==> config.mk <==
export PLATFORM = sky130hd
export DESIGN_NAME = randomized_set_table
export DESIGN_NICKNAME = d
export VERILOG_FILES = /design/src/rtl/rset_pkg.sv /design/src/rtl/rset_cell.sv /design/src/rtl/rset_mod.sv /design/src/rtl/randomized_set_table.sv
export VERILOG_INCLUDE_DIRS = /design/src /design/src/rtl
export SDC_FILE = /design/constraint.sdc
export NUM_CORES = 2
export LEC_CHECK = 0
export BUFFER_PORTS_ARGS = -buffer_cell sky130_fd_sc_hd__buf_2
export CAP_MARGIN = 30
export CORE_MARGIN = 3
export CORE_UTILIZATION = 40
export DETAILED_ROUTE_END_ITERATION = 12
export GPL_TIMING_DRIVEN = 0
export MAX_ROUTING_LAYER = met4
export PLACE_DENSITY = 0.56
export SETUP_SLACK_MARGIN = 0.3
export SLEW_MARGIN = 20
export SYNTH_ARGS = -nofsm -noshare
export SYNTH_HDL_FRONTEND = slang
export SYNTH_SLANG_ARGS = --single-unit
==> constraint.sdc <==
create_clock -name clock -period 58.1 [get_ports clock]
set_input_delay 5.81 -clock clock [delete_from_list [all_inputs] [get_ports clock]]
set_output_delay 5.81 -clock clock [all_outputs]
set_load 0.01 [all_outputs]
==> src/rtl/randomized_set_table_assert.svh <==
// randomized_set_table_assert.svh: assertion macros for the randomized set table.
// Included by the top level; no other dependencies.
`ifndef RANDOMIZED_SET_TABLE_ASSERT_SVH
`define RANDOMIZED_SET_TABLE_ASSERT_SVH

// Antecedent implies consequent in the same cycle.
`define RSET_ASSERT_NOW(label, clk, rst, ante, cons, msg) \
   label: assert property (@(posedge clk) disable iff (rst) (ante) |-> (cons)) \
      else $error(msg);

// Antecedent implies consequent in the next cycle.
`define RSET_ASSERT_NEXT(label, clk, rst, ante, cons, msg) \
   label: assert property (@(posedge clk) disable iff (rst) (ante) |=> (cons)) \
      else $error(msg);

`endif

==> src/rtl/rset_pkg.sv <==
// rset_pkg.sv: shared widths, types and codes of the randomized set table.
// No dependencies.
`default_nettype none

package rset_pkg;

   localparam int CMD_W  = 2;
   localparam int VAL_W  = 32;
   localparam int RW_W   = 16;
   localparam int STAT_W = 2;

   typedef logic [CMD_W-1:0]  cmd_type;
   typedef logic [VAL_W-1:0]  value_type;
   typedef logic [RW_W-1:0]   rword_type;
   typedef logic [STAT_W-1:0] status_type;

   localparam cmd_type CMD_INSERT = 2'd0;
   localparam cmd_type CMD_REMOVE = 2'd1;
   localparam cmd_type CMD_SAMPLE = 2'd2;

   localparam status_type STAT_SUCCESS  = 2'd0;
   localparam status_type STAT_REFUSED  = 2'd1;
   localparam status_type STAT_CAPACITY = 2'd2;

endpackage

`default_nettype wire

==> src/rtl/rset_cell.sv <==
// rset_cell.sv: one storage cell of the rotating entry ring.
// Depends on rset_pkg.
`default_nettype none

module rset_cell
   import rset_pkg::*;
(
   input  logic      clock,
   input  logic      shift,
   input  value_type din,
   output value_type dout
);

   value_type value_ff;
   value_type value_in;

   assign value_in = shift ? din : value_ff;

   always_ff @(posedge clock) begin
      value_ff <= value_in;
   end

   assign dout = value_ff;

endmodule

`default_nettype wire

==> src/rtl/rset_mod.sv <==
// rset_mod.sv: bit-serial restoring remainder, random word modulo entry count.
// Depends on rset_pkg.
`default_nettype none

module rset_mod
   import rset_pkg::*;
#(
   parameter int CW = 7
)(
   input  logic          clock,
   input  logic          reset,
   input  logic          start,
   input  rword_type     dividend,
   input  logic [CW-1:0] divisor,
   output logic          done,
   output logic [CW-1:0] rem
);

   localparam int CNT_W = $clog2(RW_W);

   logic             busy_ff, busy_in;
   logic             done_ff, done_in;
   logic [CNT_W-1:0] cnt_ff, cnt_in;
   rword_type        dvd_ff, dvd_in;
   logic [CW-1:0]    rem_ff, rem_in;

   logic [CW:0] shifted;
   logic [CW:0] diff;
   logic        ge;

   assign shifted = {rem_ff, dvd_ff[RW_W-1]};
   assign diff    = shifted - {1'b0, divisor};
   assign ge      = shifted >= {1'b0, divisor};

   always_comb begin
      busy_in = busy_ff;
      done_in = 1'b0;
      cnt_in  = cnt_ff;
      dvd_in  = dvd_ff;
      rem_in  = rem_ff;
      if (start) begin
         busy_in = 1'b1;
         cnt_in  = '0;
         dvd_in  = dividend;
         rem_in  = '0;
      end else if (busy_ff) begin
         rem_in = ge ? diff[CW-1:0] : shifted[CW-1:0];
         dvd_in = {dvd_ff[RW_W-2:0], 1'b0};
         cnt_in = cnt_ff + CNT_W'(1);
         if (cnt_ff == CNT_W'(RW_W - 1)) begin
            busy_in = 1'b0;
            done_in = 1'b1;
         end
      end
   end

   always_ff @(posedge clock) begin
      cnt_ff <= cnt_in;
      dvd_ff <= dvd_in;
      rem_ff <= rem_in;
      if (reset) begin
         busy_ff <= 1'b0;
         done_ff <= 1'b0;
      end else begin
         busy_ff <= busy_in;
         done_ff <= done_in;
      end
   end

   assign done = done_ff;
   assign rem  = rem_ff;

endmodule

`default_nettype wire

==> src/rtl/randomized_set_table.sv <==
// randomized_set_table.sv: top level, set of distinct values with insert, remove, sample.
// Depends on rset_pkg, rset_cell, rset_mod and randomized_set_table_assert.svh.
//
// Usage:
//   Request channel req_* (valid/stall): req_cmd is insert, remove or sample; req_value
//   is the value to insert or remove; req_random_word picks the entry on a sample.
//   Response channel rsp_* (valid/stall): one response per request, rsp_status and
//   rsp_sampled_value (zero unless a sample succeeds).
//   The entries live in a ring of CAPACITY cells that rotates one cell per cycle during
//   a sweep; a full rotation brings every entry past the head cell, where it is compared,
//   read or overwritten, and leaves the ring in its original alignment.
//   Work per request:
//     insert               one rotation
//     remove               one rotation, a second rotation when the last entry
//                          has to be moved into the freed slot
//     sample               16-step remainder unit, then one rotation
//     sample when empty,
//     unknown command      no rotation
//   One request is in flight at a time; req_stall is high until the ring is idle again,
//   so a new request is taken only once the previous one is finished.
//   A finished response waits in the output register while rsp_stall is high, and the
//   next request is taken meanwhile; its own response waits until the slot frees.
//   Reset (synchronous) empties the set and drops any pending response; cell contents
//   are not cleared since only entries below the count are ever read.
`default_nettype none

module randomized_set_table
   import rset_pkg::*;
#(
   parameter int CAPACITY = 64
)(
   input  logic                     clock,
   input  logic                     reset,
   input  logic                     req_valid,
   output logic                     req_stall,
   input  logic [CMD_W-1:0]         req_cmd,
   input  logic signed [VAL_W-1:0]  req_value,
   input  logic [RW_W-1:0]          req_random_word,
   output logic                     rsp_valid,
   input  logic                     rsp_stall,
   output logic [STAT_W-1:0]        rsp_status,
   output logic signed [VAL_W-1:0]  rsp_sampled_value
);

   `include "randomized_set_table_assert.svh"

   // count holds 0..CAPACITY, cell index 0..CAPACITY-1
   localparam int CW = $clog2(CAPACITY + 1);
   localparam int IW = $clog2(CAPACITY);

   typedef enum logic [2:0] {
      ST_IDLE,
      ST_MOD,
      ST_SWEEP1,
      ST_SWEEP2,
      ST_FINISH
   } state_type;

   state_type     state_ff, state_in;
   logic [IW-1:0] step_ff, step_in;
   cmd_type       cmd_ff, cmd_in;
   value_type     key_ff, key_in;
   logic [CW-1:0] count_ff, count_in;
   logic          found_ff, found_in;
   logic [IW-1:0] pos_ff, pos_in;
   value_type     last_ff, last_in;
   logic [IW-1:0] idx_ff, idx_in;
   status_type    status_ff, status_in;
   value_type     sampled_ff, sampled_in;
   logic          rsp_valid_ff, rsp_valid_in;
   status_type    rsp_status_ff, rsp_status_in;
   value_type     rsp_sampled_ff, rsp_sampled_in;

   // ring of cells; chain[0] is the head seen by the controller
   value_type chain [CAPACITY];
   value_type head;
   value_type wrap_value;
   logic      shift;

   logic          mod_start;
   logic          mod_done;
   logic [CW-1:0] mod_rem;

   logic [CW-1:0] step_wide;
   logic          in_range;
   logic          match;
   logic          last_step;

   for (genvar i = 0; i < CAPACITY; i++) begin : g_cell
      if (i == CAPACITY - 1) begin : g_tail
         rset_cell u_cell (
            .clock (clock),
            .shift (shift),
            .din   (wrap_value),
            .dout  (chain[i])
         );
      end else begin : g_body
         rset_cell u_cell (
            .clock (clock),
            .shift (shift),
            .din   (chain[i+1]),
            .dout  (chain[i])
         );
      end
   end

   rset_mod #(
      .CW (CW)
   ) u_mod (
      .clock    (clock),
      .reset    (reset),
      .start    (mod_start),
      .dividend (req_random_word),
      .divisor  (count_ff),
      .done     (mod_done),
      .rem      (mod_rem)
   );

   assign head      = chain[0];
   assign step_wide = CW'(step_ff);
   assign in_range  = step_wide < count_ff;
   assign match     = in_range && (head == key_ff);
   assign last_step = step_ff == IW'(CAPACITY - 1);

   assign req_stall = state_ff != ST_IDLE;

   always_comb begin
      state_in       = state_ff;
      step_in        = step_ff;
      cmd_in         = cmd_ff;
      key_in         = key_ff;
      count_in       = count_ff;
      found_in       = found_ff;
      pos_in         = pos_ff;
      last_in        = last_ff;
      idx_in         = idx_ff;
      status_in      = status_ff;
      sampled_in     = sampled_ff;
      rsp_valid_in   = rsp_valid_ff && rsp_stall;
      rsp_status_in  = rsp_status_ff;
      rsp_sampled_in = rsp_sampled_ff;
      shift          = 1'b0;
      wrap_value     = head;
      mod_start      = 1'b0;

      case (state_ff)
         ST_IDLE: begin
            if (req_valid) begin
               cmd_in     = req_cmd;
               key_in     = req_value;
               step_in    = '0;
               found_in   = 1'b0;
               sampled_in = '0;
               case (req_cmd)
                  CMD_INSERT, CMD_REMOVE: begin
                     state_in = ST_SWEEP1;
                  end
                  CMD_SAMPLE: begin
                     if (count_ff == '0) begin
                        status_in = STAT_CAPACITY;
                        state_in  = ST_FINISH;
                     end else begin
                        mod_start = 1'b1;
                        state_in  = ST_MOD;
                     end
                  end
                  default: begin
                     status_in = STAT_REFUSED;
                     state_in  = ST_FINISH;
                  end
               endcase
            end
         end

         ST_MOD: begin
            if (mod_done) begin
               idx_in   = mod_rem[IW-1:0];
               state_in = ST_SWEEP1;
            end
         end

         ST_SWEEP1: begin
            shift   = 1'b1;
            step_in = step_ff + IW'(1);
            case (cmd_ff)
               CMD_INSERT: begin
                  if (match) begin
                     found_in = 1'b1;
                  end
                  // first free slot passes the head: append unless already present
                  if (step_wide == count_ff && !found_ff) begin
                     wrap_value = key_ff;
                  end
               end
               CMD_REMOVE: begin
                  if (match) begin
                     found_in = 1'b1;
                     pos_in   = step_ff;
                  end
                  if (count_ff != '0 && step_wide == count_ff - CW'(1)) begin
                     last_in = head;
                  end
               end
               default: begin
                  if (step_ff == idx_ff) begin
                     sampled_in = head;
                  end
               end
            endcase
            if (last_step) begin
               // step restarts at zero for a second rotation
               step_in  = '0;
               state_in = ST_FINISH;
               case (cmd_ff)
                  CMD_INSERT: begin
                     if (found_in) begin
                        status_in = STAT_REFUSED;
                     end else if (count_ff == CW'(CAPACITY)) begin
                        status_in = STAT_CAPACITY;
                     end else begin
                        status_in = STAT_SUCCESS;
                        count_in  = count_ff + CW'(1);
                     end
                  end
                  CMD_REMOVE: begin
                     if (!found_in) begin
                        status_in = STAT_REFUSED;
                     end else if (CW'(pos_in) == count_ff - CW'(1)) begin
                        // removing the last entry just shrinks the count
                        status_in = STAT_SUCCESS;
                        count_in  = count_ff - CW'(1);
                     end else begin
                        state_in = ST_SWEEP2;
                     end
                  end
                  default: begin
                     status_in = STAT_SUCCESS;
                  end
               endcase
            end
         end

         ST_SWEEP2: begin
            // second rotation: drop the last entry into the freed slot
            shift   = 1'b1;
            step_in = step_ff + IW'(1);
            if (step_ff == pos_ff) begin
               wrap_value = last_ff;
            end
            if (last_step) begin
               status_in = STAT_SUCCESS;
               count_in  = count_ff - CW'(1);
               state_in  = ST_FINISH;
            end
         end

         ST_FINISH: begin
            if (!rsp_valid_ff || !rsp_stall) begin
               rsp_valid_in   = 1'b1;
               rsp_status_in  = status_ff;
               rsp_sampled_in = sampled_ff;
               state_in       = ST_IDLE;
            end
         end

         default: begin
            state_in = ST_IDLE;
         end
      endcase
   end

   always_ff @(posedge clock) begin
      step_ff        <= step_in;
      cmd_ff         <= cmd_in;
      key_ff         <= key_in;
      found_ff       <= found_in;
      pos_ff         <= pos_in;
      last_ff        <= last_in;
      idx_ff         <= idx_in;
      status_ff      <= status_in;
      sampled_ff     <= sampled_in;
      rsp_status_ff  <= rsp_status_in;
      rsp_sampled_ff <= rsp_sampled_in;
      if (reset) begin
         state_ff     <= ST_IDLE;
         count_ff     <= '0;
         rsp_valid_ff <= 1'b0;
      end else begin
         state_ff     <= state_in;
         count_ff     <= count_in;
         rsp_valid_ff <= rsp_valid_in;
      end
   end

   assign rsp_valid         = rsp_valid_ff;
   assign rsp_status        = rsp_status_ff;
   assign rsp_sampled_value = rsp_sampled_ff;

   // count stays within the ring size
   `RSET_ASSERT_NOW(a_count_bound, clock, reset, 1'b1, count_ff <= CW'(CAPACITY),
      "count above capacity")
   // count only moves at the end of a rotation
   `RSET_ASSERT_NOW(a_count_move, clock, reset,
      !$past(reset) && !$stable(count_ff),
      $past(state_ff) == ST_SWEEP1 || $past(state_ff) == ST_SWEEP2,
      "count changed outside a rotation")
   // the remainder must select an occupied entry
   `RSET_ASSERT_NOW(a_mod_range, clock, reset, mod_done, mod_rem < count_ff,
      "sample index beyond count")
   // only a successful sample carries data
   `RSET_ASSERT_NOW(a_sample_zero, clock, reset,
      rsp_valid_ff && rsp_status_ff != STAT_SUCCESS, rsp_sampled_ff == '0,
      "data on a failed response")

endmodule

`default_nettype wire
==> key figures <==
Outcome
  – Status: completed

Synth
  – EDFF count, synth: 2217
  – Leading area contributor after synthesis: edfxtp_1
  – Synth warnings: 0
  – Top-count cell post-synth: edfxtp_1
  – Mean post-synth cell area: between 20 and 30 um^2
  – Top post-synthesis cells by area: edfxtp_1, dfxtp_1, xnor2_1, a222oi_1, nand2_1
  – Library cells used by synthesis: 51
  – Post-synthesis async set-or-reset flop share: 0%
  – Post-synthesis sequential area ratio: roughly 95%
  – Main synth FF type: edfxtp_1
  – Post-synth top cells: edfxtp_1, nand2_1, nor2_1
  – Mapped Nets: about 2900
  – Synth Register Bits: ~2200
  – Synth Instances: about 2800
  – Synth top area share: 94.5%
  – Syn Std Cell Area: slightly above 70000 um^2

CTS
  – Total CTS buffers: 205
  – CTS Sinks: about 2200
  – H-tree Lvls: 4
  – CTS tree: yes
  – Worst skew pair latency: between 800 and 900 ps
  – Root Buffer: clkbuf_16
  – Resize count post-CTS: 0
  – Postcts setup bufs: 0
  – Hold_buf cts: 0
  – Clock-pin slew on the worst setup and hold paths: about 60 ps
  – CTS max path bufs: 3

Job
  – Max-Cap Viols: 0

STA
  – Slew margin rel.: 25.6%
  – Final hold vios: 0
  – Fmax achieved: between 100 and 150 MHz
  – Actual slew at the worst max-slew pin: about 1100 ps
  – RSZ-0062 raised after global routing: false
  – Slew Viols, Final: 0
  – Post-layout minimum cycle time: 7760 ps
  – Total negative slack: 0 ps
  – Setup Viol. Count Final: 0
  – Final worst path period share: between 10% and 20%
  – Fin Clk Skew: ~20 ps

Power
  – Flop pwr share: roughly 58%
  – Sw Share: between 20% and 30%
  – Pwr Total: between 3 and 4 mW
  – Net Sw Power: about 700 uW
  – VDD IR-drop max: between 0.02 and 0.025 mV
  – Combinational share of power: approximately 4%
  – PD cells: between 40 and 50 nW/um^2
  – Power Internal: about 2.7 mW
  – Pleak: 26.0 nW
  – Clk network pwr share: 38.2%

Cells and area
  – Nets: ~3200
  – # fillers: 14151
  – Area of the multi-input gates: 3060 um^2
  – Share of cells above drive strength 1: 12.8%
  – Fin util: a little under half
  – Register area: 67100 um^2
  – Final Cell Area: 81200 um^2
  – P&R area growth vs syn: 15.3%
  – Layout Cells excl Fill: roughly 5600

Global routing
  – Vias in the first global route: between 20000 and 30000
  – Pin count of the biggest net entering global routing: approximately 110
  – First-pass GRT wire length: around 160 mm
  – Grt total ovfl: 0
  – Initial antenna violation count: 11
  – GRT Util Overall: a little under an eighth

Floorplanning
  – Io pins: 90
  – Core footprint: between 150000 and 200000 um^2
  – Die ar.: about 180000 um^2
  – DIE WIDTH: about 430 um
  – Die Height: 426 um
  – Starting density of the core: about two fifths
  – Cell row count: between 150 and 200

Place
  – Cell Area, Placed: between 70000 and 80000 um^2
  – Post-DP HPWL: just under 60 mm
  – Final Wtd Congestion: around 0.80
  – # port buffers: between 80 and 90
  – Placed Cells incl. Taps: about 5200

Route
  – Final ANT Viol Nets: 0
  – Iter 0 DRT Violations: 2566
  – WL final: about 100 mm
  – Routed WL per cell: approximately 18 um
  – DR vias/cell: ~4.6
  – DRC violations left: 0
  – DR pass1 iterations: 8
  – Routed vias: 25732

Hold path
  – Worst Hold Class: flop to flop
  – Hold path depth: 0

Worst setup path
  – Crit-path max FO: 9
  – CP Capture Type: primary output
  – Crit path kind: flop to primary output
  – CP Data Arrival Time: roughly 2000 ps
  – Worst r2r path cells: 11
  – CP required: roughly 52000 ps
  – Startpoint types: flop
==> power by group through the flow <==
stage               Combinational (mW)  Sequential, mW  Clock, mW
floorplan                       0.0877            2.19          0
global placement                 0.126            2.27          0
detailed placement               0.145            2.01          0
CTS                              0.145            1.98       1.35
global route                     0.157            1.99       1.42
finish                           0.141            1.98       1.31
==> through the flow <==
stage,setup WS [ps],hold slack [ps]
after floorplan,28830,400
after global placement,17790,401
after detailed placement,49990,405
after CTS,50240,395
after global routing,50220,405
final,50340,399
==> layout by cell type (no fill, tap or decap), drive strengths merged, types with 5 or more instances in the layout <==
cell and instances:
a21oi 21, buf 124, nand2 79, mux2i 8
or4 5, o211ai 7, o21ai 20, diode 5
mux2 7, nand3 9, dfxtp 24, nor2b 15
a222oi 32, a211oi 5, nand4 12, o31ai 5
clkbuf 302, nor2 58, nor3 10, edfxtp 2217
nor4 8, clkinv 81, inv 59, nand2b 10
and3 36, xnor2 44, xor2 16, bufinv 19
ha 18, clkinvlp 6
==> state kept, by name (all words and copies together) (netlist names), 7 cells and up <==
| name | cells |
|---|---|
| g_cell.g_body.u_cell.dout | 2016 |
| g_cell.g_tail.u_cell.dout | 32 |
| key_ff | 32 |
| last_ff | 32 |
| rsp_sampled_value | 32 |
| sampled_ff | 32 |
| u_mod.dvd_ff | 16 |
| count_ff | 7 |
| u_mod.rem | 7 |
==> area by class of cell <==
type	count	area share, %
Sequential cell	2241	82.6
Clock buffer	269	6.80
Multi-Input combinational cell	456	3.77
Tap cell	2325	3.58
Timing Repair Buffer	123	1.51
Clock inverter	111	1.27
Inverter	54	0.250
Buffer	34	0.171
Antenna cell	5	0.0154
==> cell families after synthesis <==
family          synth area share, %
compound gates                 1.16
mux                           0.226
fa+ha+maj                     0.348
flops                          95.2
xor+xnor                      0.746
buf+inv                       0.471
simple gates                   1.82
==> layer usage <==
layer / track usage (%) / vias up / wire [um]
met1: 17.6 / 13188 / 50200
met2: 16.1 / 477 / 45500
met4: 4.18 / 0 / 2990
met3: 2.55 / 231 / 4230
li1: - / 11836 / -
met5: - / - / 0
==> worst paths after layout <==
check        slack (ps)                         startpoint                           endpoint
max               50340                        state_ff[2]                          req_stall
min                 400  g_cell[24].g_body.u_cell.dout[25]  g_cell[23].g_body.u_cell.dout[25]
max reg2reg       53380                        state_ff[2]   g_cell[27].g_body.u_cell.dout[5]
min reg2reg         400  g_cell[24].g_body.u_cell.dout[25]  g_cell[23].g_body.u_cell.dout[25]
==> worst max-delay path, stage by stage, from the launching register on <==
cell	delay, ps
dfxtp_1	300
clkbuf_1	190
or3_1	460
buf_2	210
No activity file was read; power rests on OpenSTA's default activity.
